### src/sv/stk_pkg.sv
// ----------------------------------------------------------------------------
// Sorted table package
// Record type, cell control bundle, ordering function and shared constants
// for the sorted record table with filtered top-k query.
// ----------------------------------------------------------------------------
package stk_pkg;

  // Default number of cells in the chain.
  localparam int CapacityDef = 64;

  // Most results that one query may return.
  localparam logic [6:0] MaxEmit = 7'd64;

  // Request kinds carried in the slave-side tuser.
  localparam logic OpInsert = 1'b0;
  localparam logic OpQuery  = 1'b1;

  // One stored record.
  typedef struct packed {
    logic [63:0]        name;
    logic [7:0]         age;
    logic signed [20:0] worth;
  } rec_t;

  // Per-cycle command shared by every cell of the chain.
  typedef struct packed {
    logic ins_en;  // place new_rec at its sorted position
    logic rot_en;  // rotate the whole chain one cell towards the head
  } cell_ctrl_t;

  // True when record a sorts strictly before record b: worth descending,
  // then age ascending, then name ascending.
  function automatic logic sorts_before(rec_t a, rec_t b);
    logic res;
    if (a.worth != b.worth) begin
      res = ($signed(a.worth) > $signed(b.worth));
    end else if (a.age != b.age) begin
      res = (a.age < b.age);
    end else begin
      res = (a.name < b.name);
    end
    return res;
  endfunction

endpackage

### src/sv/stk_cell.sv
// ----------------------------------------------------------------------------
// Sorted table cell
// Holds one record of the table. On an insert it keeps its record, takes the
// new record or takes its upper neighbour's record; on a walk step it takes
// its lower neighbour's record so the chain rotates towards the head.
// ----------------------------------------------------------------------------
module stk_cell
  import stk_pkg::*;
(
  input  logic       clk_i,
  input  logic       rst_ni,
  input  cell_ctrl_t ctrl_i,
  input  rec_t       new_rec_i,    // record being inserted
  input  rec_t       prev_rec_i,   // record of the neighbour nearer the head
  input  logic       prev_valid_i,
  input  logic       prev_shift_i, // neighbour's record moves down this cycle
  input  rec_t       next_rec_i,   // record of the neighbour further from head
  input  logic       next_valid_i,
  output rec_t       rec_o,
  output logic       valid_o,
  output logic       shift_o
);

  rec_t rec_q, rec_d;
  logic valid_q, valid_d;
  logic new_ahead;

  // The new record goes in front of this one, so this one moves down.
  assign new_ahead = valid_q && sorts_before(new_rec_i, rec_q);
  assign shift_o   = new_ahead;

  // Next contents of the cell.
  always_comb begin
    rec_d   = rec_q;
    valid_d = valid_q;
    if (ctrl_i.rot_en) begin
      rec_d   = next_rec_i;
      valid_d = next_valid_i;
    end else if (ctrl_i.ins_en && (new_ahead || !valid_q) && prev_valid_i) begin
      rec_d   = prev_shift_i ? prev_rec_i : new_rec_i;
      valid_d = 1'b1;
    end
  end

  always_ff @(posedge clk_i or negedge rst_ni) begin
    if (!rst_ni) begin
      valid_q <= 1'b0;
    end else begin
      valid_q <= valid_d;
    end
  end

  always_ff @(posedge clk_i) begin
    rec_q <= rec_d;
  end

  assign rec_o   = rec_q;
  assign valid_o = valid_q;

endmodule

### config.mk
export PLATFORM = sky130hd
export DESIGN_NAME = stk_cell
export DESIGN_NICKNAME = d
export VERILOG_FILES = /design/src/sv/stk_pkg.sv /design/src/sv/stk_cell.sv
export SDC_FILE = /design/constraint.sdc
export NUM_CORES = 1
export LEC_CHECK = 0
export CORE_AREA = 5 5 144 146
export CTS_CLUSTER_DIAMETER = 40
export CTS_CLUSTER_SIZE = 24
export DETAILED_ROUTE_END_ITERATION = 10
export DIE_AREA = 0 0 149 151
export DONT_BUFFER_PORTS = 1
export PLACE_DENSITY = 0.49
export RECOVER_POWER = 50
export SYNTH_ARGS = -nofsm -noshare
export SYNTH_HDL_FRONTEND = slang
export SYNTH_SLANG_ARGS = --single-unit
export TNS_END_PERCENT = 20
### constraint.sdc
create_clock -name clk_i -period 6.8 [get_ports clk_i]
set_input_delay 0 -clock clk_i [delete_from_list [all_inputs] [get_ports clk_i]]
set_output_delay 0 -clock clk_i [all_outputs]
set_load 0.1 [all_outputs]
* Word level (Yosys, flattened, before mapping)
Index checks and enable logic that the tools add are counted.
** Operators by class
- Mux-type cells :: 7
- $lt $le $gt $ge :: 3
- Eq/ne operators :: 2
- Reduce and logical (&&, ||, !) cells :: 6
** Operator list (count)
- $mux 93 :: 3
- $lt 64x64->1 :: 1
- $gt 21x21->1 :: 1
- $ne 21x21->1 :: 1
- $lt 8x8->1 :: 1
- $ne 8x8->1 :: 1
- $mux 1 :: 4
- $logic_and 1x1->1 :: 3
- $reduce_bool 2->1 :: 1
- $logic_not 1->1 :: 1
- $logic_or 1x1->1 :: 1
** Storage, ports and cells
- Word-level logic and storage cells :: 22
- Bits of input ports :: 286
- Register bits after elaboration :: 94
- Output and inout bits :: 95

* Longest topological paths before layout
- Depth after elaboration :: 9
- Depth in mapped cells :: 9
- Depth with buffers taken out :: 9

* Worst setup path before layout
No wires, ideal clock.
- Path type :: flip-flop to flip-flop
- Start point :: reg rec_q, in the netlist rec_o[15]
- End point :: reg rec_q, in the netlist rec_o[0] (enable)
- Setup time :: 0.534 ns
- Stages on the path, launching flop included :: 10
- Period minus slack after synthesis :: 6.776 ns
- Data required time :: 6.266 ns
- Path buffers :: 0
- Arrival time :: 6.242 ns
- Setup slack :: 0.024 ns
- Cells stage by stage :: edfxtp_1 > inv_1 > ha_1 > nand3_1 > or4_4 > a211o_1 > o211ai_2 > o21a_2 > nor3_1 > a211oi_2
** On the way
- Word-level cells in the longest chain between the ends :: 7
- Elaborated cells on any way between the ends :: 8
- Classes of those cells :: order compare: 1; eq/ne: 1; mux: 1; reduce/logical: 5
** Ends and longest elaborated chain
- start: declaration :: RTL line stk_cell.sv:24 : rec_t rec_q, rec_d;
- start signal: assignment :: RTL line stk_cell.sv:54 : rec_q <= rec_d;
- $gt 21x21->1 / $ne 21x21->1 (equally long branches) :: RTL line stk_pkg.sv:36, stk_pkg.sv:35
- $mux 1 * :: RTL line stk_pkg.sv:35 : if (a.worth != b.worth) begin
- $logic_and 1x1->1 * :: RTL line stk_cell.sv:29 : assign new_ahead = valid_q && sorts_before(new_rec_i, rec_q);
- $logic_or 1x1->1 * :: RTL line stk_cell.sv:39 : end else if (ctrl_i.ins_en && (new_ahead || !valid_q) && prev_valid_i) begin
- $logic_and 1x1->1 * (2 in a row) :: RTL line stk_cell.sv:39
- $reduce_bool 2->1 (no source line) *
Mark *: on every way between the ends. The rest lies on a longest branch, timed or not.
A chain may end at the register's enable or synchronous reset.

* Worst setup path in the final report
- Start point :: reg rec_q, in the netlist rec_o[27]
- End point :: reg rec_q, in the netlist rec_o[45] (enable)
** On the way
- Word-level cells in the longest chain between the ends :: 8
- Elaborated cells on any way between the ends :: 9
- Classes of those cells :: order compare: 1; eq/ne: 1; mux: 2; reduce/logical: 5
** Ends and longest elaborated chain
- $lt 8x8->1 / $ne 8x8->1 (equally long branches) :: RTL line stk_pkg.sv:38, stk_pkg.sv:37
- $mux 1 * :: RTL line stk_pkg.sv:37 : end else if (a.age != b.age) begin
- $mux 1 * :: RTL line stk_pkg.sv:35
- $logic_and 1x1->1 * :: RTL line stk_cell.sv:29
- $logic_or 1x1->1 * :: RTL line stk_cell.sv:39
- $logic_and 1x1->1 * (2 in a row) :: RTL line stk_cell.sv:39
- $reduce_bool 2->1 (no source line) *
Marked as above.

==> results.md <==
* Final Cycle Share at 0.615
* Pwr Density at 234 mW/mm^2
* Crit. End Element: flop
* Part of the power in registers at 0.568
* Final wirelength at 23200 um
* Final core area utilization at 0.487
* Pins Over Slew Limit at 0
* First-pass DRT Iterations at 4
* Failing checks: hold timing
* Clock transition at path regs at 0.07 ns
* RSZ-0062 raised after global routing: false
* First-pass GRT wire length at 34400 um
* Largest net degree at the start of global routing at 189
* Critical path launch point type: flop
* Sink Count at 94
* Critical Setup Path Class: reg -> reg
* Most common cell after layout, fill and taps aside: dlygate4sd3_1
* DP HPWL at roughly 17000 um
* Syn_nets at about 1100
* Comb power frac at 0.197
* DR vias at 6034
* Post-DR wirelength/cell at 19.7 um
* Core ar. at roughly 0.019 sq mm
* ANT cells at 0
* Placed insts at ~980
* Predominant post-synthesis flop cell: edfxtp_1
* Critical path arrival at between 4 and 5 ns
* Tot Pwr at 2.20 mW
* Fin. Hold Viols at 1
* Final setup vio count at 0
* IO Pins at 381
* Highest Clock Rate at roughly 240 MHz
* Synth warnings at 0
* Slowest CP cell: edfxtp_1
* Antenna viol nets, final at 0
* Seq/Total Area, Yosys at 0.397
* Yosys cell types at 37
* I/O Buffers at 0
* CTS max path bufs at 2
* Placer Congestion at approximately 0.80
* Internal power at 1.23 mW
* Residual DRC count at 0
* Clock latency on the worst-skew pair at 0.36 ns
* Final min period at 4.18 ns
* Gr ovfl total at 0
* Max cap viols at 0
* Htree depth at 3
* Starting Density at 0.368
* Slew headroom at 0.304
* Die ar. at 0.0225 sq mm
* Worst Path Required at 6.78 ns
* Total CTS buffers at 9
* Leakage at 4.23 nW
* Status: finished, violations left
* Initial antenna violation count at 0
* CP Cell Sequence: inv_1, ha_1, nand4_1, or3_1, a221oi_1, o21ai_0, a221oi_1, a21oi_1, a211oi_4, buf_4
* Worst hold path type: in -> reg
* Post-Syn Instances at 748
* CP Max Fanout at 59
* Cell Area, Synth at 0.00709 sq mm
* Synth Register Bits at 94
* Critical path's most frequent cell: a221oi_1
* Cell Count, Final, Fillers Out at 1175
* Layout Skew at ~0.013 ns
* Share of cells above drive strength 1 at 0.0275
* FP Rows at just over 50
* Setup bufs post-CTS at 0
* Root buffer cell: clkbuf_16
* Mapped Avg Cell Area at about 9.5 sq um
* Net count, final at around 1300
* Sw frac at 0.438
* Number of global-route vias before repair at 6421
* Critical path's largest stage delay at just under 1 ns
* FFs w/ async S/R, synth at 0.0106
* Die X at 149 um
* Worst VDD drop at 0.104 mV
* Setup TNS at 0 ns
* Global-route usage over all layers at 0.197
* Slew of the pin with the lowest slew margin at 1.04 ns
* Post-synth EDFFs at 93
* Die height at 151 um
* Hold_ws at -0.00632 ns
* TritonCTS clock tree: yes
* Psw at 961 uW
* Share of power burned in the clock network at 0.235
* Filler cell count at approximately 1800
* Drt via density at 5.14
* Synth-to-Final Area Change at 32.4%
* Most frequent cells in the layout: dlygate4sd3_1 (174), nand2_1 (120), o21ai_0 (111)
* First-iteration detailed-routing DRC count at around 230
critical path: cells and delay by family, from the launching register on:
kind                     cells  cell delay [ns]
adder cells (fa/ha/maj)      1             0.35
AO/OA/AOI/OAI                5             1.01
buffers and inverters        2             0.83
flip-flops                   1             0.99
AND/OR/NAND/NOR              2             0.57
worst paths after layout:
kind                        endpoint  cells after the start          from  slack, ns
max                        rec_o[45]                     10     rec_o[27]       2.62
min                         rec_o[8]                      2  new_rec_i[8]     -0.006
max reg2reg                rec_o[45]                     10     rec_o[27]       2.62
min reg2reg                  valid_o                      3       valid_o       1.74
max in group asynchronous    valid_o                      2        rst_ni       6.29
min in group asynchronous    valid_o                      2        rst_ni       0.40
cell families (layout without fill, tap and decap cells):
logic type / after synthesis / in the layout / synth area share
buffers and inverters: 126 / 288 / 0.0683
DFF: 94 / 94 / 0.397
and+or+nand+nor: 165 / 165 / 0.102
muxes: 93 / 93 / 0.131
adders and majority gates: 92 / 92 / 0.162
AOI/OAI and AO/OA: 178 / 178 / 0.139
area by class of cell:
cell class                      instances  area (sq um)  area share
Multi-Input combinational cell        528          3800       0.405
Tap cell                              265           332      0.0353
Clock inverter                          7          65.1     0.00693
Timing Repair Buffer                  178          1790       0.191
Clock buffer                            9           225      0.0240
Inverter                               94           353      0.0376
Sequential cell                        94          2820       0.300
sequential cells by signal (all words and copies together) (netlist names):
register and flops:
valid_o 1, rec_o 93
layer usage:
metal  GRT usage  up-vias  routed length (um)
met5           0        -                   0
met2       0.372      263               12100
li1            -     2974                   -
met4      0.0535        0                 416
met3      0.0661       28                2050
met1       0.209     2769                8630
synth_stat cells (2+ instances only):
| cell | instances | area, sq um |
|---|---|---|
| nand2_1 | 120 | 450 |
| o21ai_0 | 111 | 556 |
| inv_1 | 94 | 353 |
| edfxtp_1 | 93 | 2790 |
| mux2i_1 | 93 | 931 |
| ha_1 | 92 | 1150 |
| a21oi_1 | 41 | 205 |
| clkbuf_1 | 23 | 86.3 |
| nor2_1 | 13 | 48.8 |
| nand4_1 | 12 | 75.1 |
| buf_2 | 9 | 45.0 |
| a21o_1 | 8 | 60.1 |
| nand3_1 | 5 | 25.0 |
| a211oi_1 | 4 | 30.0 |
| a221oi_1 | 3 | 26.3 |
| and4_1 | 3 | 26.3 |
| nor3b_1 | 3 | 22.5 |
| o31ai_1 | 2 | 15.0 |
power groups by stage:
| stage | sequential, mW | combinational [mW] | clock (mW) |
|---|---|---|---|
| 3_5_place_dp | 1.26 | 0.318 | 0 |
| 3_3_place_gp | 1.26 | 0.309 | 0 |
| 5_1_grt | 1.25 | 0.495 | 0.556 |
| 4_1_cts | 1.25 | 0.435 | 0.533 |
| 6_report | 1.25 | 0.433 | 0.517 |
| 2_1_floorplan | 1.24 | 0.266 | 0 |
through the flow:
stage	cell area (sq um)	hold slack [ns]	setup WS [ns]
global route	9380	0.0158	2.42
floorplan	7090	-0.296	0.0240
CTS	9380	0.000907	2.66
detailed placement	7320	-0.296	2.68
finish	9380	-0.00632	2.62
global placement	7320	-0.296	2.73
what timing repair did:
action                    4_1_cts  5_1_grt
gates resized for setup         0        0
hold buffers                  175        0
hold endpoints to repair       95        0
No activity file was read; power rests on OpenSTA's default activity.
