[src/sv/stk_pkg.sv]
// ----------------------------------------------------------------------------
// Sorted table package
// Record type, cell control bundle, ordering function and shared constants
// for the sorted record table with filtered top-k query.
// ----------------------------------------------------------------------------
package stk_pkg;

  // Default number of cells in the chain.
  localparam int CapacityDef = 64;

  // Most results that one query may return.
  localparam logic [6:0] MaxEmit = 7'd64;

  // Request kinds carried in the slave-side tuser.
  localparam logic OpInsert = 1'b0;
  localparam logic OpQuery  = 1'b1;

  // One stored record.
  typedef struct packed {
    logic [63:0]        name;
    logic [7:0]         age;
    logic signed [20:0] worth;
  } rec_t;

  // Per-cycle command shared by every cell of the chain.
  typedef struct packed {
    logic ins_en;  // place new_rec at its sorted position
    logic rot_en;  // rotate the whole chain one cell towards the head
  } cell_ctrl_t;

  // True when record a sorts strictly before record b: worth descending,
  // then age ascending, then name ascending.
  function automatic logic sorts_before(rec_t a, rec_t b);
    logic res;
    if (a.worth != b.worth) begin
      res = ($signed(a.worth) > $signed(b.worth));
    end else if (a.age != b.age) begin
      res = (a.age < b.age);
    end else begin
      res = (a.name < b.name);
    end
    return res;
  endfunction

endpackage

[src/sv/stk_query.sv]
// ----------------------------------------------------------------------------
// Sorted table query unit
// Sequences one full rotation of the cell chain, filters the head record by
// age and limit, and delivers the matches through a held-back result and an
// output register so that the final result can be marked.
// ----------------------------------------------------------------------------
module stk_query
  import stk_pkg::*;
#(
  parameter int CAPACITY = CapacityDef
) (
  input  logic       clk_i,
  input  logic       rst_ni,
  input  logic       start_i,      // query request accepted this cycle
  input  logic [6:0] limit_i,
  input  logic [7:0] age_low_i,
  input  logic [7:0] age_high_i,
  input  rec_t       head_rec_i,
  input  logic       head_valid_i,
  output logic       rot_en_o,
  output logic       busy_o,
  output logic       out_valid_o,
  input  logic       out_ready_i,
  output rec_t       out_rec_o,
  output logic       out_found_o,
  output logic       out_last_o
);

  localparam int StepW = (CAPACITY > 1) ? $clog2(CAPACITY) : 1;
  localparam logic [StepW-1:0] LastStep = StepW'(CAPACITY - 1);

  typedef enum logic [2:0] {
    StIdle = 3'b001,
    StWalk = 3'b010,
    StDone = 3'b100
  } state_e;

  state_e           state_q, state_d;
  logic [StepW-1:0] step_q, step_d;
  logic [6:0]       lim_q, lim_d;
  logic [6:0]       emit_q, emit_d;
  logic [7:0]       lo_q, lo_d;
  logic [7:0]       hi_q, hi_d;
  rec_t             pend_q, pend_d;
  logic             pend_valid_q, pend_valid_d;
  rec_t             out_q, out_d;
  logic             out_valid_q, out_valid_d;
  logic             found_q, found_d;
  logic             last_q, last_d;

  logic out_free;
  logic match;
  logic push;
  logic rot;

  // Head record passes the filter and the limit is not yet reached.
  assign out_free = !out_valid_q || out_ready_i;
  assign match    = head_valid_i && (head_rec_i.age >= lo_q) &&
                    (head_rec_i.age <= hi_q) && (emit_q < lim_q);
  assign push     = match && pend_valid_q;
  assign rot      = (state_q == StWalk) && !(push && !out_free);

  // Sequencer, held-back result and output register.
  always_comb begin
    state_d      = state_q;
    step_d       = step_q;
    lim_d        = lim_q;
    emit_d       = emit_q;
    lo_d         = lo_q;
    hi_d         = hi_q;
    pend_d       = pend_q;
    pend_valid_d = pend_valid_q;
    out_d        = out_q;
    found_d      = found_q;
    last_d       = last_q;
    out_valid_d  = out_valid_q && !out_ready_i;

    unique case (state_q)
      StIdle: begin
        if (start_i) begin
          state_d      = StWalk;
          step_d       = '0;
          emit_d       = '0;
          pend_valid_d = 1'b0;
          lo_d         = age_low_i;
          hi_d         = age_high_i;
          lim_d        = (limit_i == 7'd0 || limit_i > MaxEmit) ? MaxEmit : limit_i;
        end
      end
      StWalk: begin
        if (rot) begin
          step_d = step_q + StepW'(1);
          if (match) begin
            pend_d       = head_rec_i;
            pend_valid_d = 1'b1;
            emit_d       = emit_q + 7'd1;
          end
          if (push) begin
            out_d       = pend_q;
            found_d     = 1'b1;
            last_d      = 1'b0;
            out_valid_d = 1'b1;
          end
          if (step_q == LastStep) begin
            step_d  = '0;
            state_d = StDone;
          end
        end
      end
      StDone: begin
        if (out_free) begin
          out_d        = pend_valid_q ? pend_q : '0;
          found_d      = pend_valid_q;
          last_d       = 1'b1;
          out_valid_d  = 1'b1;
          pend_valid_d = 1'b0;
          state_d      = StIdle;
        end
      end
      default: begin
        state_d = StIdle;
      end
    endcase
  end

  always_ff @(posedge clk_i or negedge rst_ni) begin
    if (!rst_ni) begin
      state_q      <= StIdle;
      step_q       <= '0;
      emit_q       <= '0;
      pend_valid_q <= 1'b0;
      out_valid_q  <= 1'b0;
    end else begin
      state_q      <= state_d;
      step_q       <= step_d;
      emit_q       <= emit_d;
      pend_valid_q <= pend_valid_d;
      out_valid_q  <= out_valid_d;
    end
  end

  always_ff @(posedge clk_i) begin
    lim_q   <= lim_d;
    lo_q    <= lo_d;
    hi_q    <= hi_d;
    pend_q  <= pend_d;
    out_q   <= out_d;
    found_q <= found_d;
    last_q  <= last_d;
  end

  assign rot_en_o    = rot;
  assign busy_o      = (state_q != StIdle);
  assign out_valid_o = out_valid_q;
  assign out_rec_o   = out_q;
  assign out_found_o = found_q;
  assign out_last_o  = last_q;

endmodule

[config.mk]
export PLATFORM = sky130hd
export DESIGN_NAME = stk_query
export DESIGN_NICKNAME = d
export VERILOG_FILES = /design/src/sv/stk_pkg.sv /design/src/sv/stk_query.sv
export SDC_FILE = /design/constraint.sdc
export NUM_CORES = 1
export LEC_CHECK = 0
export ABC_AREA = 1
export BUFFER_PORTS_ARGS = -buffer_cell sky130_fd_sc_hd__clkbuf_2
export CAP_MARGIN = 20
export CORE_ASPECT_RATIO = 1.5
export CORE_MARGIN = 3
export CORE_UTILIZATION = 50
export CTS_CLUSTER_DIAMETER = 100
export CTS_CLUSTER_SIZE = 24
export DETAILED_ROUTE_END_ITERATION = 10
export GPL_TIMING_DRIVEN = 0
export HOLD_SLACK_MARGIN = 0.05
export PLACE_DENSITY = 0.85
export SLEW_MARGIN = 20
export SYNTH_ARGS = -nofsm -noshare
export SYNTH_HDL_FRONTEND = slang
export SYNTH_SLANG_ARGS = --single-unit
[constraint.sdc]
create_clock -name clk_i -period 12.38 [get_ports clk_i]
set_clock_uncertainty 0.05 [all_clocks]
set_input_delay 0.619 -clock clk_i [delete_from_list [all_inputs] [get_ports clk_i]]
set_output_delay 0.619 -clock clk_i [all_outputs]
set_load 0.1 [all_outputs]
# Word level (Yosys, flattened, before mapping)

Cells that the tools add are included.

Memories kept: 0
Flip-flop bits (word level): 229
Output and inout bits: 98
RAM bits: 0
Memory bits (read-only): 0
Latch bits: 0
Input port bits: 121

Multiplexer cells: 35
Order comparisons: 4
Reduce and logical (&&, ||, !) cells: 24
$mul: 0
Eq/ne operators: 11
Shift-type cells: 0
Divide/modulo/power cells: 0
Add/subtract/negate cells: 2
Bitwise gates (word level): 0

Operators with widths:

| cell                                        | number |
|---|---|
| two-way mux 93 bit                          | 4 |
| one-hot mux 93 bit (2 select lines)         | 1 |
| two-way mux 7 bit                           | 3 |
| two-way mux 6 bit                           | 3 |
| one-hot mux 7 bit (2 select lines)          | 1 |
| two-way mux 1 bit                           | 13 |
| two-way mux 3 bit                           | 4 |
| one-hot mux 6 bit (2 select lines)          | 1 |
| AND reduction 4 bit                         | 3 |
| != test 2 bit, second input constant        | 5 |
| one-hot mux 3 bit (3 select lines)          | 1 |
| >= comparator 8 bit                         | 1 |
| <= comparator 8 bit                         | 1 |
| adder 7 x 1 -> 7 bit, second input constant | 1 |
| > comparator 7 bit, second input constant   | 1 |
| logical AND 1 bit                           | 7 |
| zero test 7 bit                             | 1 |
| < comparator 7 bit                          | 1 |
| adder 6 x 1 -> 6 bit, second input constant | 1 |
| equality test 6 bit, second input constant  | 1 |
| one-hot mux 1 bit (2 select lines)          | 3 |
| AND reduction 3 bit                         | 2 |
| AND reduction 5 bit                         | 1 |
| zero test 1 bit                             | 4 |
| other kinds (10)                            | 12 |

# Logic depth before layout (Yosys ltp)

Gate-level depths: netlist of the first run.

Depth in word-level cells: 10
Mapped depth: 17
Depth with buffers taken out: 17

# Worst setup path after synthesis of the first run

Ideal clock, no wire load.

Kind: input to register
Start: in head_rec_i[26] (netlist bit)
End: reg found_q (netlist: out_found_o), enable pin
Library setup time: 0.549 ns
Arrival time: 5.568 ns
Stages: 10
Path slack: 6.213 ns
Cells stage by stage: ha_1 a21oi_1 nor2_1 nor2_1 nand2_1 nand2_1 nand3_2 nor2_1 a21oi_1 nor2_1

Word-level cells in the longest chain between the ends: 10

Ends and longest elaborated chain:

| item                                   | line             | RTL |
|---|---|---|
| start, declared                        | stk_query.sv:18  | `input rec_t head_rec_i,` |
| >= comparator 8 bit                    | stk_query.sv:58  | `assign match = head_valid_i && (head_rec_i.age >= lo_q) &&` |
| logical AND 1 bit                      | stk_query.sv:58  |  |
| logical AND 1 bit *                    | stk_query.sv:58  |  |
| logical AND 1 bit *                    | stk_query.sv:59  | `(head_rec_i.age <= hi_q) && (emit_q < lim_q);` |
| logical AND 1 bit *                    | stk_query.sv:60  | `assign push = match && pend_valid_q;` |
| logical AND 1 bit                      | stk_query.sv:61  | `assign rot = (state_q == StWalk) && !(push && !out_free);` |
| zero test 1 bit                        | stk_query.sv:61  |  |
| logical AND 1 bit                      | stk_query.sv:61  |  |
| != test 2 bit (no source line)         | n/a              |  |
| AND reduction 4 bit (no source line) * | n/a              |  |
| end signal, assigned                   | stk_query.sv:148 | `found_q <= found_d;` |
| end, declared                          | stk_query.sv:48  | `logic found_q, found_d;` |

Every way passes the cells marked *; elsewhere a longest branch is shown, timed or not.
A chain may end at the register's enable or synchronous reset.

# Worst setup path in the final report of the first run

Start: reg emit_q[2]
End: out rot_en_o

Word-level cells in the longest chain between the ends: 6

Ends and longest elaborated chain:

| item                   | line             | RTL |
|---|---|---|
| start, declared        | stk_query.sv:41  | `logic [6:0] emit_q, emit_d;` |
| start signal, assigned | stk_query.sv:136 | `emit_q <= emit_d;` |
| < comparator 7 bit     | stk_query.sv:59  |  |
| logical AND 1 bit      | stk_query.sv:59  |  |
| logical AND 1 bit      | stk_query.sv:60  |  |
| logical AND 1 bit      | stk_query.sv:61  |  |
| zero test 1 bit        | stk_query.sv:61  |  |
| logical AND 1 bit      | stk_query.sv:61  |  |
| end, declared          | stk_query.sv:20  | `output logic rot_en_o,` |

Every way passes these cells.

==> impl_metrics.env, run 1 <==
export IMPL_hold_violations=0
export IMPL_drc=0
export IMPL_die_h_um=170.1
export IMPL_rsz0062_at_grt="no"
export IMPL_cts_buffers=13
export IMPL_cts_root_buf="clkbuf_16"
export IMPL_cts_max_level=1
export IMPL_rows=59
export IMPL_cts_path_max_buffers=3
export IMPL_crit_start="emit_q[2]"
export IMPL_antenna_left=0
export IMPL_die_area_mm2=0.01963
export IMPL_gp_congestion=0.7706
export IMPL_max_freq_ghz=0.3120
export IMPL_yosys_register_bits=229
export IMPL_vias=5431
export IMPL_clk_pin_slew_ns=0.09
export IMPL_r2r_setup_slack_ns=9.39
export IMPL_grt_usage_pct=17.19
export IMPL_ir_drop_uv=118.4
export IMPL_dpl_hpwl_um=12480
export IMPL_cp_end_kind="output pin"
export IMPL_antenna_found_initial=0
export IMPL_comb_power_share_pct=26.9
export IMPL_netSwitchingFraction_pct=34.37
export IMPL_finalSetupTns_ns=0
export IMPL_cts_setup_buffers=0
export IMPL_max_slew_margin_pct=49.66
export IMPL_intPower_uw=1235
export IMPL_cts_tree="done"
export IMPL_r2r_end="out_rec_o[91]"
export IMPL_avgSynthCellArea_um2=13.20
export IMPL_synthTopCellsByCount="edfxtp_1 (211), inv_1 (145), nor2_1 (119)"
export IMPL_syn2layout_area_growth_pct=20.53
export IMPL_ys_top_cells_by_area="edfxtp_1 (71%), inv_1 (6.1%), nor2_1 (5.0%)"
export IMPL_fin_crit_ns=3.205
export IMPL_setup_worst_path_class="register to output pin"
export IMPL_hp_class="input pin to register"
export IMPL_p_leak_uw=0.004850
export IMPL_outcome="finished, final reports clean"
export IMPL_grt_pass1_vias=5459
export IMPL_ioPinCount=219
export IMPL_period_share_pct=25.89
export IMPL_min_delay_start="head_rec_i[70]"
export IMPL_ys_types=38
export IMPL_clk_latency_ns=0.46
export IMPL_synth_edf_count=211
export IMPL_core_mm2=0.01750
export IMPL_yosysMostFrequentCell="edfxtp_1"
export IMPL_netlist_area_mm2=0.008976
export IMPL_cp_max_fo=5
export IMPL_utilization_pct=61.84
export IMPL_grt_pass1_wl_um=26480
export IMPL_r2r_start="emit_q[2]"
export IMPL_cp_data_arrival_time_ns=2.54
export IMPL_drv_cap=0
export IMPL_drive_above_1_share_pct=31.24
export IMPL_n_fill_cell=1330
export IMPL_port_buffer_count=218
export IMPL_viasPerCell=4.785
export IMPL_diodes=0
export IMPL_cts_sinks=229
export IMPL_synth_top_area_share_pct=70.59
export IMPL_async_flop_share_pct=7.860
export IMPL_firstDrtPassIters=5
export IMPL_drt_total_wl_um=16890
export IMPL_drt_wirelength_per_cell_um=14.88
export IMPL_grt_overflow=0
export IMPL_cp_start_kind="register"
export IMPL_setup_viol_count_final=0
export IMPL_clkPwrFrac_pct=22.5
export IMPL_required_ns=11.71
export IMPL_tightest_slew_ns=0.7533
export IMPL_yosysWarnings=0
export IMPL_nets=1064
export IMPL_crit_end="rot_en_o"
export IMPL_slew_viol_final=0
export IMPL_synthCells=680
export IMPL_seq_area_frac_synth_pct=75.62
export IMPL_pwr_share_seq_pct=50.6
export IMPL_p_sw_uw=646.7
export IMPL_power_density_mw_per_mm2=173.9
export IMPL_dieWidth_um=115.4
export IMPL_initial_core_util_pct=51.31
export IMPL_grt_start_max_net_pins=51
export IMPL_synth_area_leader_cell="edfxtp_1"
export IMPL_dominantRegCellSynth="edfxtp_1"
export IMPL_drt_iter0_drc=412
export IMPL_r2r_cells=11
export IMPL_synth_nets=825
## cells by family after synthesis
logic type,synth area share [%]
simple gates,11.54
compound gates,1.631
buf+inv,7.667
fa+ha+maj,3.345
xor+xnor,0.1952
flops,75.62
## state kept, by name (all words and copies together), names as in the netlist, 3 cells and up
| name | cells |
|---|---|
| out_rec_o | 93 |
| pend_q | 93 |
| hi_q | 8 |
| lo_q | 8 |
| emit_q | 7 |
| lim_q | 7 |
| step_q | 6 |
| state_q | 3 |
## layout make-up
cell class | count | area, um2 | area share [%]
inverter | 155 | 586.8 | 5.424
timing repair buffer | 224 | 1207 | 11.16
sequential | 229 | 6788 | 62.74
clock inverter | 1 | 16.27 | 0.1503
buffer | 13 | 103.9 | 0.9599
clock buffer | 17 | 340.3 | 3.146
multi-input combinational | 283 | 1510 | 13.96
tap | 213 | 266.5 | 2.463
## critical path: stages (launching register included)
cell	delay, ns
dfrtp_1	0.45
ha_1	0.32
a21oi_1	0.15
nand2_1	0.07
nand2_1	0.06
and2_4	0.15
nand3_2	0.10
nor2_1	0.14
nand2_1	0.12
nand2_1	0.11
inv_2	0.04
clkbuf_2	0.36
## cells in the final DEF, fill, tap and decap left out, types with 7 or more instances in the layout
cell type / Yosys / layout
dfrtp_1: 17 / 17
clkbuf_16: 0 / 13
a21oi_1: 11 / 11
clkbuf_2: 0 / 218
nand4_1: 11 / 11
ha_1: 24 / 24
nand2_1: 67 / 67
edfxtp_1: 211 / 211
inv_1: 145 / 144
nor2_1: 119 / 117
buf_4: 7 / 7
nand3_1: 8 / 8
inv_2: 8 / 8
## worst min path at each step
stage	endpoint	cells past startpoint	slack (ns)
2_1_floorplan	emit_q[0]	0	0.27
3_3_place_gp	step_q[3]	2	0.42
3_5_place_dp	step_q[3]	2	0.43
4_1_cts	pend_q[70]	1	0.26
5_1_grt	pend_q[68]	1	0.25
6_report	pend_q[70]	1	0.28
## metal layers
layer / track usage (%) / wire length [um]
met1: 19.24 / 6198
met2: 32.26 / 9144
met3: 2.383 / 910
met4: 6.997 / 636
met5: 0 / 0
## power by group through the flow
stage	registers, uW	logic, uW	clock network (uW)
2_1_floorplan	1170	199	0
3_3_place_gp	979	486	0
3_5_place_dp	970	509	0
4_1_cts	953	510	435
5_1_grt	959	544	465
6_report	953	506	423
## stage by stage
stage	setup WS, ns	area [um2]	std cells	hold slack (ns)	power [uW]
global placement	4.239	10330	1111	0.4217	1465
finish	9.175	10820	1135	0.2765	1881
floorplan	6.213	8976	680	0.2734	1372
detailed placement	9.039	10450	1116	0.4304	1479
global route	8.985	10820	1135	0.2538	1968
CTS	9.141	10820	1135	0.2552	1898
## timing repair
action | in CTS | in global routing
gates resized for setup | 0 | 0
endpoints found under the hold margin | 17 | 0
hold buffers | 1 | 0
Note: power is estimated with default switching activity, not from simulation.
==> run 2: changes to the inputs <==
Settings changed: ABC_AREA 1 to 0, CORE_UTILIZATION 50 to 48, PLACE_DENSITY 0.85 to 0.86.
Clock period 12.38 ns to 2.6 ns, I/O delays scaled along.
==> run 2 against run 1 <==
  * Die area shrank 0.34%
  * First-iteration DRC count shrank 19%
  * The run now ends with negative setup slack left
  * Synthesized area shrank 4.3%
  * Synthesized cell count shrank 25%
==> impl_metrics.env, run 2 <==
export IMPL_timing_hold_ws_ns=0.1009
export IMPL_hp_class="input pin to async pin"
export IMPL_synth_edf_count=211
export IMPL_syn2layout_area_growth_pct=45.49
export IMPL_grt_overflow=0
export IMPL_clk_latency_ns=0.46
export IMPL_grt_start_max_net_pins=26
export IMPL_r2r_end="out_rec_o[61]"
export IMPL_nets=1056
export IMPL_viasPerCell=5.050
export IMPL_slew_viol_final=0
export IMPL_total_power_uw=7488
export IMPL_synth_top_area_share_pct=73.79
export IMPL_r2r_cells=12
export IMPL_antenna_left=0
export IMPL_cp_start_kind="register"
export IMPL_drv_cap=0
export IMPL_cts_max_level=1
export IMPL_synthCells=509
export IMPL_cts_tree="done"
export IMPL_critPathMaxStageDelay_ns=0.43
export IMPL_yosysMostFrequentCell="edfxtp_1"
export IMPL_critical_path_slowest_cell="dfrtp_1"
export IMPL_grt_pass1_vias=6237
export IMPL_async_flop_share_pct=7.860
export IMPL_initial_core_util_pct=49.29
export IMPL_outcome="complete, but fails checks"
export IMPL_cts_path_max_buffers=3
export IMPL_yosys_register_bits=229
export IMPL_r2r_setup_slack_ns=-0.07
export IMPL_cp_data_arrival_time_ns=2.81
export IMPL_r2r_start="emit_q[1]"
export IMPL_final_common_cell="clkbuf_2"
export IMPL_tightest_slew_ns=0.6727
export IMPL_ir_drop_uv=788.8
export IMPL_crit_chain="ha_4, o21ai_2, a21oi_2, o31ai_4, o2111ai_4, buf_6, nor3_4, a21oi_2, nor2_4, clkbuf_16, buf_12, clkbuf_16"
export IMPL_synth_area_leader_cell="edfxtp_1"
export IMPL_cp_end_kind="register"
export IMPL_firstDrtPassIters=5
export IMPL_drc=0
export IMPL_max_freq_ghz=0.3739
export IMPL_antenna_found_initial=1
export IMPL_dpl_hpwl_um=12300
export IMPL_period_share_pct=102.9
export IMPL_port_buffer_count=218
export IMPL_n_fill_cell=1048
export IMPL_drt_total_wl_um=21930
export IMPL_hold_violations=0
export IMPL_die_h_um=169.8
export IMPL_core_mm2=0.01742
export IMPL_cts_root_buf="clkbuf_16"
export IMPL_ys_top_cells_by_area="edfxtp_1 (74%), and2_1 (7.0%), dfrtp_1 (5.0%)"
export IMPL_seq_area_frac_synth_pct=79.05
export IMPL_rows=59
export IMPL_cts_buffers=13
export IMPL_dominantRegCellSynth="edfxtp_1"
export IMPL_p_leak_uw=0.004937
export IMPL_setup_slack_ns=-0.07442
export IMPL_clk_pin_slew_ns=0.10
export IMPL_cts_sinks=229
export IMPL_grt_pass1_wl_um=32300
export IMPL_synthTopCellsByCount="edfxtp_1 (211), and2_1 (96), inv_1 (26)"
export IMPL_avgSynthCellArea_um2=16.87
export IMPL_final_cell_mix="clkbuf_2 (217), edfxtp_1 (211), dlygate4sd3_1 (125), and2_1 (96), inv_1 (22)"
export IMPL_yosysWarnings=0
export IMPL_setup_worst_path_class="register to register"
export IMPL_rsz0062_at_grt="yes"
export IMPL_drive_above_1_share_pct=34.25
export IMPL_vias=5696
export IMPL_drt_wirelength_per_cell_um=19.44
export IMPL_power_density_mw_per_mm2=599.4
export IMPL_cp_max_fo=8
export IMPL_die_area_mm2=0.01956
export IMPL_ioPinCount=219
export IMPL_required_ns=2.73
export IMPL_gp_congestion=0.8466
export IMPL_dieWidth_um=115.2
export IMPL_setup_viol_count_final=88
export IMPL_netlist_area_mm2=0.008587
export IMPL_ys_types=44
export IMPL_fin_crit_ns=2.674
export IMPL_violations="negative setup slack"
export IMPL_max_slew_margin_pct=55.16
export IMPL_synth_nets=654
export IMPL_grt_usage_pct=21.75
export IMPL_drt_iter0_drc=332
==> run 2: cell count changes after synthesis, moves of 8 or more <==
cell	delta
and2_1	+96
clkbuf_1	+12
inv_1	-119
inv_2	-8
nand2_1	-54
nand4_1	-9
nor2_1	-110
nor2b_1	+8
o21ai_0	+8
==> run 2: kinds of logic (layout without fill, tap and decap cells) <==
group | Yosys count | after routing | synth area share [%]
other | 0 | 1 | 0
DFF | 229 | 229 | 79.05
and+or+nand+nor | 164 | 164 | 11.22
adders and majority gates | 24 | 24 | 3.497
AOI/OAI and AO/OA | 52 | 52 | 4.313
buffers and inverters | 39 | 444 | 1.792
muxes | 1 | 1 | 0.1311
==> run 2: area by class of cell <==
| type | instances | area [um2] | area share (%) |
|---|---|---|---|
| sequential | 229 | 6790 | 54.35 |
| multi-input combinational | 241 | 1828 | 14.63 |
| timing repair buffer | 388 | 3103 | 24.84 |
| inverter | 26 | 101.3 | 0.8112 |
| antenna | 1 | 2.502 | 0.02003 |
| buffer | 12 | 45.04 | 0.3605 |
| clock inverter | 1 | 16.27 | 0.1302 |
| clock buffer | 17 | 340.3 | 2.724 |
| tap | 213 | 266.5 | 2.133 |
==> run 2: worst max path at each step <==
stage              start            end  slack, ns  cells after the start
2_1_floorplan  emit_q[1]      emit_q[0]      -0.96                      9
3_3_place_gp   emit_q[5]      emit_q[0]      -1.68                      8
3_5_place_dp   emit_q[1]  out_rec_o[53]      -0.74                     10
4_1_cts         lim_q[1]  out_rec_o[91]      -0.10                     12
5_1_grt         lim_q[1]  out_rec_o[61]      -0.17                     13
6_report       emit_q[1]  out_rec_o[61]      -0.07                     12
==> run 2: stage by stage <==
step                setup slack (ns)  TNS (ns)  std cells  utilization, %  area [um2]
CTS                          -0.1007    -7.588       1124           71.12       12390
global route                 -0.1720    -12.61       1128           71.71       12490
global placement              -1.676   -311.69        940           57.22        9968
finish                      -0.07442    -2.606       1128           71.71       12490
floorplan                    -0.9606   -171.53        509               -        8611
detailed placement           -0.7414    -96.63        946           58.04       10110
==> run 2: where the power goes <==
part           internal (uW)  switching [uW]
Clock                    936            1080
Combinational            537             633
Sequential              4210            84.3
==> run 2: timing repair <==
item,in CTS,in global routing
endpoints found under the setup margin,192,199
gates cloned,8,3
setup buffers,30,4
gates resized for setup,41,18
hold buffers,125,0
endpoints found under the hold margin,139,0
pin swaps,11,10
==> run 2: metal layers <==
metal | track usage (%) | part of all wire (%) | vias to the layer above
met1 | 21.47 | 32 | 2750
met5 | 0 | 0 | -
met4 | 8.478 | 4.2 | 0
li1 | - | - | 2669
met2 | 43.90 | 58 | 220
met3 | 3.166 | 5.0 | 57
==> run 2: worst max-delay path, delay by kind of cell, from the launching register on <==
| family | cells | cell delay (ns) |
|---|---|---|
| AO/OA/AOI/OAI | 5 | 0.69 |
| buffers and inverters | 4 | 0.59 |
| flip-flops | 1 | 0.43 |
| AND/OR/NAND/NOR | 2 | 0.36 |
| adder cells (fa/ha/maj) | 1 | 0.26 |
